<file path="config.mk">
export PLATFORM = sky130hd
export DESIGN_NAME = i2c_sensor_packet_target
export DESIGN_NICKNAME = d
export VERILOG_FILES = /design/src/hw/rtl/isp_pkg.sv /design/src/hw/rtl/i2c_sensor_packet_target.sv /design/src/hw/rtl/isp_event.sv
export VERILOG_INCLUDE_DIRS = /design/src /design/src/hw/rtl
export SDC_FILE = /design/constraint.sdc
export NUM_CORES = 1
export LEC_CHECK = 0
export BUFFER_PORTS_ARGS = -buffer_cell sky130_fd_sc_hd__buf_2
export CAP_MARGIN = 30
export CORE_ASPECT_RATIO = 1.1
export CORE_UTILIZATION = 59
export DETAILED_ROUTE_END_ITERATION = 8
export PLACE_DENSITY_LB_ADDON = 0.1
export REMOVE_ABC_BUFFERS = 1
export SYNTH_ARGS = -nofsm -noshare
export SYNTH_HDL_FRONTEND = slang
export SYNTH_HIERARCHICAL = 1
export SYNTH_SLANG_ARGS = --single-unit
</file>
<file path="constraint.sdc">
create_clock -name clk -period 4 [get_ports clk]
set_input_delay 0.2 -clock clk [delete_from_list [all_inputs] [get_ports clk]]
set_output_delay 0.2 -clock clk [all_outputs]
set_load 0.01 [all_outputs]
</file>
<file path="src/hw/rtl/assert_macros.svh">
// ----------------------------------------------------------------------------
// Assertion macros
// Shared concurrent assertion forms. They sample on clk and are disabled
// while rst is high; both names must exist in the module that uses them.
// ----------------------------------------------------------------------------
`ifndef ASSERT_MACROS_SVH
`define ASSERT_MACROS_SVH

// The condition holds at every clock edge outside reset.
`define ASSERT_ALWAYS(lbl, cond, msg) \
  lbl: assert property (@(posedge clk) disable iff (rst) (cond)) else $error(msg);

// When the trigger holds, the consequence holds at the same edge.
`define ASSERT_IMPLIES(lbl, pre, post, msg) \
  lbl: assert property (@(posedge clk) disable iff (rst) (pre) |-> (post)) \
    else $error(msg);

// When the trigger holds, the consequence holds at the next edge.
`define ASSERT_IMPLIES_NEXT(lbl, pre, post, msg) \
  lbl: assert property (@(posedge clk) disable iff (rst) (pre) |=> (post)) \
    else $error(msg);

`endif

</file>
<file path="src/hw/rtl/isp_pkg.sv">
// ----------------------------------------------------------------------------
// isp_pkg
// Types, constants and the LFSR step for the I2C sensor packet target.
// ----------------------------------------------------------------------------
`default_nettype none

package isp_pkg;

  localparam logic [1:0] REQ_START = 2'd0;
  localparam logic [1:0] REQ_WRITE = 2'd1;
  localparam logic [1:0] REQ_READ  = 2'd2;
  localparam logic [1:0] REQ_STOP  = 2'd3;

  localparam logic CFG_SLOT_NUMBER = 1'b0;
  localparam logic CFG_LFSR_SEED   = 1'b1;

  localparam logic [2:0] PKT_LEN       = 3'd6;
  localparam logic [7:0] PKT_MAGIC     = 8'hA5;
  localparam logic [7:0] PKT_STATUS    = 8'h01;
  localparam logic [7:0] CMD_GET_DATA  = 8'h01;
  localparam logic [7:0] LFSR_ZERO_SUB = 8'hA7;
  localparam logic [7:0] PAST_END_BYTE = 8'hFF;

  localparam logic [7:0] SLOT_RESET = 8'd1;
  localparam logic [7:0] SEED_RESET = 8'd49;
  localparam logic [7:0] SEQ_RESET  = 8'd1;

  typedef struct packed {
    logic [1:0] req_type;
    logic       read_flag;
    logic [7:0] write_data;
  } isp_req_t;

  typedef struct packed {
    logic       ack;
    logic [7:0] read_data;
  } isp_rsp_t;

  typedef struct packed {
    logic       write;
    logic       index;
    logic [7:0] data;
  } isp_cfg_t;

  function automatic logic [7:0] lfsr_advance(input logic [7:0] v);
    logic       fb;
    logic [7:0] n;
    fb = v[7] ^ v[5] ^ v[4] ^ v[3];
    n = {v[6:0], fb};
    return (n == 8'd0) ? LFSR_ZERO_SUB : n;
  endfunction

endpackage

`default_nettype wire

</file>
<file path="src/hw/rtl/i2c_sensor_packet_target.sv">
// A transfer accepted on req is held in the input register; its result is then
// registered on rsp. Throughput: one event per cycle while rsp is not stalled;
// the input and result registers let a new event be taken while a result waits.
// Reset: rst is synchronous and active high; it empties both registers and
// restores slot 1, seed 49, sequence 1 and an all-zero packet.
// ----------------------------------------------------------------------------
// i2c_sensor_packet_target
// Byte-level I2C target answering the get-data command with a six-byte packet.
// ----------------------------------------------------------------------------
`default_nettype none

module i2c_sensor_packet_target (
  input  logic              clk,
  input  logic              rst,
  input  logic              req_valid,
  output logic              req_stall,
  input  isp_pkg::isp_req_t req,
  output logic              rsp_valid,
  input  logic              rsp_stall,
  output isp_pkg::isp_rsp_t rsp,
  input  logic              cfg_write,
  input  logic              cfg_index,
  input  logic [7:0]        cfg_data
);
  import isp_pkg::*;
  `include "assert_macros.svh"

  logic     in_valid;
  isp_req_t in_req;
  logic     advance;
  isp_rsp_t result;
  isp_cfg_t cfg;

  assign cfg.write = cfg_write;
  assign cfg.index = cfg_index;
  assign cfg.data  = cfg_data;

  assign advance   = in_valid && (!rsp_valid || !rsp_stall);
  assign req_stall = in_valid && !advance;

  always_ff @(posedge clk) begin
    if (rst) begin
      in_valid <= 1'b0;
    end else if (req_valid && !req_stall) begin
      in_valid <= 1'b1;
    end else if (advance) begin
      in_valid <= 1'b0;
    end
  end

  always_ff @(posedge clk) begin
    if (req_valid && !req_stall) begin
      in_req <= req;
    end
  end

  isp_event u_event (
    .clk    (clk),
    .rst    (rst),
    .fire   (advance),
    .ev     (in_req),
    .cfg    (cfg),
    .result (result)
  );

  always_ff @(posedge clk) begin
    if (rst) begin
      rsp_valid <= 1'b0;
    end else if (advance) begin
      rsp_valid <= 1'b1;
    end else if (!rsp_stall) begin
      rsp_valid <= 1'b0;
    end
  end

  always_ff @(posedge clk) begin
    if (advance) begin
      rsp <= result;
    end
  end

  `ASSERT_IMPLIES(a_read_ack, rsp_valid && rsp.read_data != 8'd0, rsp.ack,
    "read byte returned without ack")
  `ASSERT_IMPLIES_NEXT(a_hold_input, in_valid && !advance, in_valid,
    "pending event dropped")
  `ASSERT_IMPLIES_NEXT(a_hold_result, rsp_valid && rsp_stall,
    rsp_valid && rsp == $past(rsp),
    "stalled result changed")

endmodule

`default_nettype wire

</file>
<file path="src/hw/rtl/isp_event.sv">
// ----------------------------------------------------------------------------
// isp_event
// Transaction state, packet store and configuration registers. Handles one
// bus event per cycle while fire is high; the result is combinational.
// ----------------------------------------------------------------------------
`default_nettype none

module isp_event (
  input  logic            clk,
  input  logic            rst,
  input  logic            fire,
  input  isp_pkg::isp_req_t ev,
  input  isp_pkg::isp_cfg_t cfg,
  output isp_pkg::isp_rsp_t result
);
  import isp_pkg::*;
  `include "assert_macros.svh"

  logic [7:0] slot_number;
  logic [7:0] sequence_count;
  logic [7:0] lfsr_value;
  logic [7:0] command_byte;
  logic [2:0] byte_position;
  logic       command_ok;
  logic       reading;
  logic [7:0] packet_store [PKT_LEN];

  logic [7:0] command_byte_next;
  logic [2:0] byte_position_next;
  logic       command_ok_next;
  logic       reading_next;
  logic       capture;
  logic       advance_seq;
  logic       stop_ok;
  logic [7:0] stored_byte;
  logic [7:0] checksum;

  assign stop_ok  = reading && command_ok && (byte_position >= PKT_LEN);
  assign checksum = PKT_MAGIC ^ slot_number ^ PKT_STATUS ^ sequence_count ^ lfsr_value;

  always_comb begin
    unique case (byte_position)
      3'd0: stored_byte = packet_store[0];
      3'd1: stored_byte = packet_store[1];
      3'd2: stored_byte = packet_store[2];
      3'd3: stored_byte = packet_store[3];
      3'd4: stored_byte = packet_store[4];
      3'd5: stored_byte = packet_store[5];
      default: stored_byte = PAST_END_BYTE;
    endcase
  end

  always_comb begin
    command_byte_next  = command_byte;
    byte_position_next = byte_position;
    command_ok_next    = command_ok;
    reading_next       = reading;
    capture            = 1'b0;
    advance_seq        = 1'b0;
    result.ack         = 1'b1;
    result.read_data   = 8'd0;
    unique case (ev.req_type)
      REQ_START: begin
        reading_next       = ev.read_flag;
        byte_position_next = 3'd0;
        if (ev.read_flag) begin
          if (!command_ok || command_byte != CMD_GET_DATA) begin
            result.ack = 1'b0;
          end else begin
            capture = 1'b1;
          end
        end else begin
          command_byte_next = 8'd0;
          command_ok_next   = 1'b0;
        end
      end
      REQ_WRITE: begin
        if (byte_position != 3'd0) begin
          result.ack = 1'b0;
        end else begin
          byte_position_next = 3'd1;
          command_byte_next  = ev.write_data;
          command_ok_next    = (ev.write_data == CMD_GET_DATA);
          result.ack         = (ev.write_data == CMD_GET_DATA);
        end
      end
      REQ_READ: begin
        result.read_data = stored_byte;
        if (byte_position < PKT_LEN) begin
          byte_position_next = byte_position + 3'd1;
        end
      end
      REQ_STOP: begin
        if (stop_ok) begin
          advance_seq     = 1'b1;
          command_ok_next = 1'b0;
        end
      end
    endcase
  end

  always_ff @(posedge clk) begin
    if (rst) begin
      slot_number    <= SLOT_RESET;
      sequence_count <= SEQ_RESET;
      lfsr_value     <= SEED_RESET;
      command_byte   <= 8'd0;
      byte_position  <= 3'd0;
      command_ok     <= 1'b0;
      reading        <= 1'b0;
      for (int i = 0; i < PKT_LEN; i++) begin
        packet_store[i] <= 8'd0;
      end
    end else begin
      if (fire) begin
        command_byte  <= command_byte_next;
        byte_position <= byte_position_next;
        command_ok    <= command_ok_next;
        reading       <= reading_next;
        if (capture) begin
          packet_store[0] <= PKT_MAGIC;
          packet_store[1] <= slot_number;
          packet_store[2] <= PKT_STATUS;
          packet_store[3] <= sequence_count;
          packet_store[4] <= lfsr_value;
          packet_store[5] <= checksum;
        end
        if (advance_seq) begin
          sequence_count <= sequence_count + 8'd1;
          lfsr_value     <= lfsr_advance(lfsr_value);
        end
      end
      if (cfg.write) begin
        unique case (cfg.index)
          CFG_SLOT_NUMBER: slot_number <= cfg.data;
          CFG_LFSR_SEED:   lfsr_value  <= cfg.data;
        endcase
      end
    end
  end

  `ASSERT_ALWAYS(a_pos_range, byte_position <= PKT_LEN, "byte position past packet end")
  `ASSERT_ALWAYS(a_checksum,
    packet_store[5] == (packet_store[0] ^ packet_store[1] ^ packet_store[2] ^
                        packet_store[3] ^ packet_store[4]),
    "packet checksum mismatch")
  `ASSERT_IMPLIES_NEXT(a_stop_clears,
    fire && !cfg.write && ev.req_type == REQ_STOP && stop_ok,
    !command_ok && sequence_count == $past(sequence_count) + 8'd1,
    "completed read did not advance sequence")

endmodule

`default_nettype wire

</file>
==> results.yml <==
synthesis:
  ys.flop_type: "edfxtp_1"
  synth-async-reset-ratio_pct: 0
  ys_warn_count: 6
  syn_inst: 369
  netlist_area_um2: 4120
  ys_seq_area_share_pct: 57.3
  ys_ff_latch: 92
  synth-edff-count: 52
  avgSynthCellArea_um2: 11.2
  yosys.cell_types.count: 55
sta:
  max_clock_freq_mhz: 433
  finalSetupTns_ns: 0
  layout_setup_ws_ns: 1.69
  worst_pin_slew_ns: 1.03
  fin_skew_ns: 0.0137
  hold_viol: 0
  finalCritPeriodShare_pct: 57.7
  relSlewSlack_pct: 31.1
  rsz0062_at_grt: "no"
  slew_viol_final: 0
  setup_viol: 0
  period_needed_ns: 2.31
clocking:
  cts_root_buffer: "clkbuf_8"
  cts-buffers-inserted: 9
  clk_pin_slew_ns: 0.10
  cts_tree: "built"
  cts-resized-gates: 0
  clockBufferDepth: 2
  clock_sinks: 92
  h-tree-depth: 3
  worstSkewPairLatency_ns: 0.35
critical_path:
  crit_required_ns: 4.21
  start_kind: "register"
  worstReg2RegStart: "in_req[10]"
  cp_max_fo: 23
  cp_data_arrival_time_ns: 2.51
  cp-startpoint: "in_req[10]"
  path_class: "register to register"
  crit_path_end_kind: "register"
route:
  wl_per_cell_um: 16.0
  drc: 0
  routed_wirelength_um: 7800
  ant_nets: 0
  dr.pass1.iters: 4
  drt_iter0_drc: 198
  vias: 2840
  via_per_inst: 5.82
outcome:
  status: "completed"
finish:
  antenna_cells: 0
  finalNetCount: 437
  drive_gt1_share_pct: 16.7
  fillCellCount: 524
  area_growth_pct: 10.1
hold_path:
  min_path_type: "input port to register"
  hold_start: "req[9]"
global_route:
  grtUsageTotal_pct: 23.4
  met2_usage_pct: 37.6
  antenna_found_initial: 0
  top_usage_layer: "met2"
  grt_pass1_wl_um: 12700
  grt_max_degree: 40
  grt_pass1_vias: 2636
  grt.met1_usage_pct: 32.2
  gr-usage-met3_pct: 4.55
  grt-ovfl-total: 0
power_and_ir_drop:
  power_leakage_uw: 0.00165
  ir_drop_v: 0.000302
  p_per_area_nw_per_um2: 379
floorplanning:
  chipWidth_um: 81.7
  ioPinCount: 36
  initial_core_util_pct: 61.8
  core_um2: 6670
  dieHeight_um: 89.6
  rows: 31
  dieArea_um2: 7320
placement:
  place_congestion: 0.781
  dp_slack_ns: 1.69
  hpwlAfterDp_um: 5580
  io_buffers: 35
flow_run:
  maxCapViolations: 0
-- synthesized netlist by cell type, types with 4 or more instances --
cell | number | share of area [%]
o21ai_0 | 5 | 0.61
nand3_1 | 5 | 0.61
dfxtp_1 | 40 | 19
edfxtp_1 | 52 | 38
a21oi_1 | 23 | 2.8
ha_1 | 11 | 3.3
nand2_1 | 37 | 3.4
a31oi_1 | 6 | 0.91
a22o_1 | 9 | 1.9
clkbuf_1 | 14 | 1.3
mux2_2 | 6 | 1.6
xnor2_1 | 20 | 4.3
and2_1 | 25 | 3.8
nor2_1 | 36 | 3.3
nor2b_1 | 4 | 0.61
a222oi_1 | 6 | 1.5
inv_1 | 11 | 1.0
xor2_1 | 5 | 1.1
-- state kept, by name (all words and copies together), names as in the netlist --
register / cells
rsp: 9
u_event/slot_number: 8
u_event/reading: 1
in_valid: 1
u_event/command_ok: 1
u_event/sequence_count: 8
u_event/command_byte: 8
in_req: 11
rsp_valid: 1
u_event/packet_store: 33
u_event/byte_position: 3
u_event/lfsr_value: 8
-- final timing paths --
check	end	slack [ns]	depth (start not counted)
max	u_event/packet_store[4][5]	1.69	5
min	in_req[9]	0.02	1
max reg2reg	u_event/packet_store[4][5]	1.69	5
min reg2reg	u_event/command_byte[3]	0.48	1
-- where the power goes --
group          switching [µW]  internal, µW  total, µW  leakage, µW
clock network             321           228        549    0.0000820
logic                    65.4          49.4        115     0.000720
registers                26.2          1030       1060     0.000848
-- cell usage in the layout (no fill, tap or decap), types with 4 or more instances in the layout --
| cell type | netlist | layout |
|---|---|---|
| edfxtp_1 | 52 | 52 |
| dfxtp_1 | 40 | 40 |
| nand2_1 | 37 | 37 |
| nor2_1 | 36 | 36 |
| buf_2 | 2 | 35 |
| and2_1 | 25 | 25 |
| a21oi_1 | 23 | 23 |
| xnor2_1 | 20 | 20 |
| inv_1 | 11 | 11 |
| ha_1 | 11 | 11 |
| clkbuf_8 | 0 | 9 |
| a22o_1 | 9 | 9 |
| a222oi_1 | 6 | 6 |
| a31oi_1 | 6 | 6 |
| mux2_2 | 6 | 6 |
| nand3_1 | 5 | 5 |
| o21ai_0 | 5 | 5 |
| xor2_1 | 5 | 5 |
| nor2b_1 | 4 | 4 |
-- logic make-up (layout without fill, tap and decap cells) --
family / count (synthesis) / count (layout) / share of synthesized area, %
AOI/OAI and AO/OA: 70 / 70 / 12.1
xor gates and xnor gates: 25 / 25 / 5.31
adders and majority gates: 11 / 11 / 3.34
buffers and inverters: 30 / 67 / 2.79
DFF: 92 / 92 / 57.3
muxes: 7 / 7 / 1.88
and+or+nand+nor: 134 / 134 / 17.2
-- timing repair --
item | CTS | global route
setup buffers | 0 | 0
hold buffers | 0 | 2
endpoints found under the hold margin | 0 | 2
-- per-stage QoR --
stage | hold slack (ns) | utilization [%] | instances | cell area (µm²) | total power (µW)
floorplan | 0.262 | - | 351 | 4050 | 1140
global placement | 0.376 | 65.1 | 470 | 4340 | 1190
detailed placement | 0.378 | 65.1 | 470 | 4340 | 1190
CTS | 0.00276 | 67.7 | 486 | 4520 | 1730
global route | -0.000118 | 68.0 | 488 | 4540 | 1790
finish | 0.0179 | 68.0 | 488 | 4540 | 1720
-- metal layers --
layer,part of all wire [%],vias up
met2,48,77
met3,3.9,9
li1,-,1390
met1,47,1364
met5,0,-
met4,1.1,0
-- worst max-delay path: stages, from the launching register on --
cell and delay, ns:
edfxtp_1 0.46, inv_1 0.11, ha_1 0.28, nand3_1 0.18, nor3b_2 0.87, and2_1 0.25
-- final cells by class --
cell class / instances / area, µm² / share of cell area, %
Multi-Input combinational cell: 247 / 1640 / 36.2
Clock inverter: 7 / 50.0 / 1.10
Clock buffer: 9 / 124 / 2.73
Inverter: 12 / 45.0 / 0.993
Tap cell: 82 / 103 / 2.26
Timing Repair Buffer: 39 / 210 / 4.63
Sequential cell: 92 / 2360 / 52.1
Power figures use the tool's default switching activity.
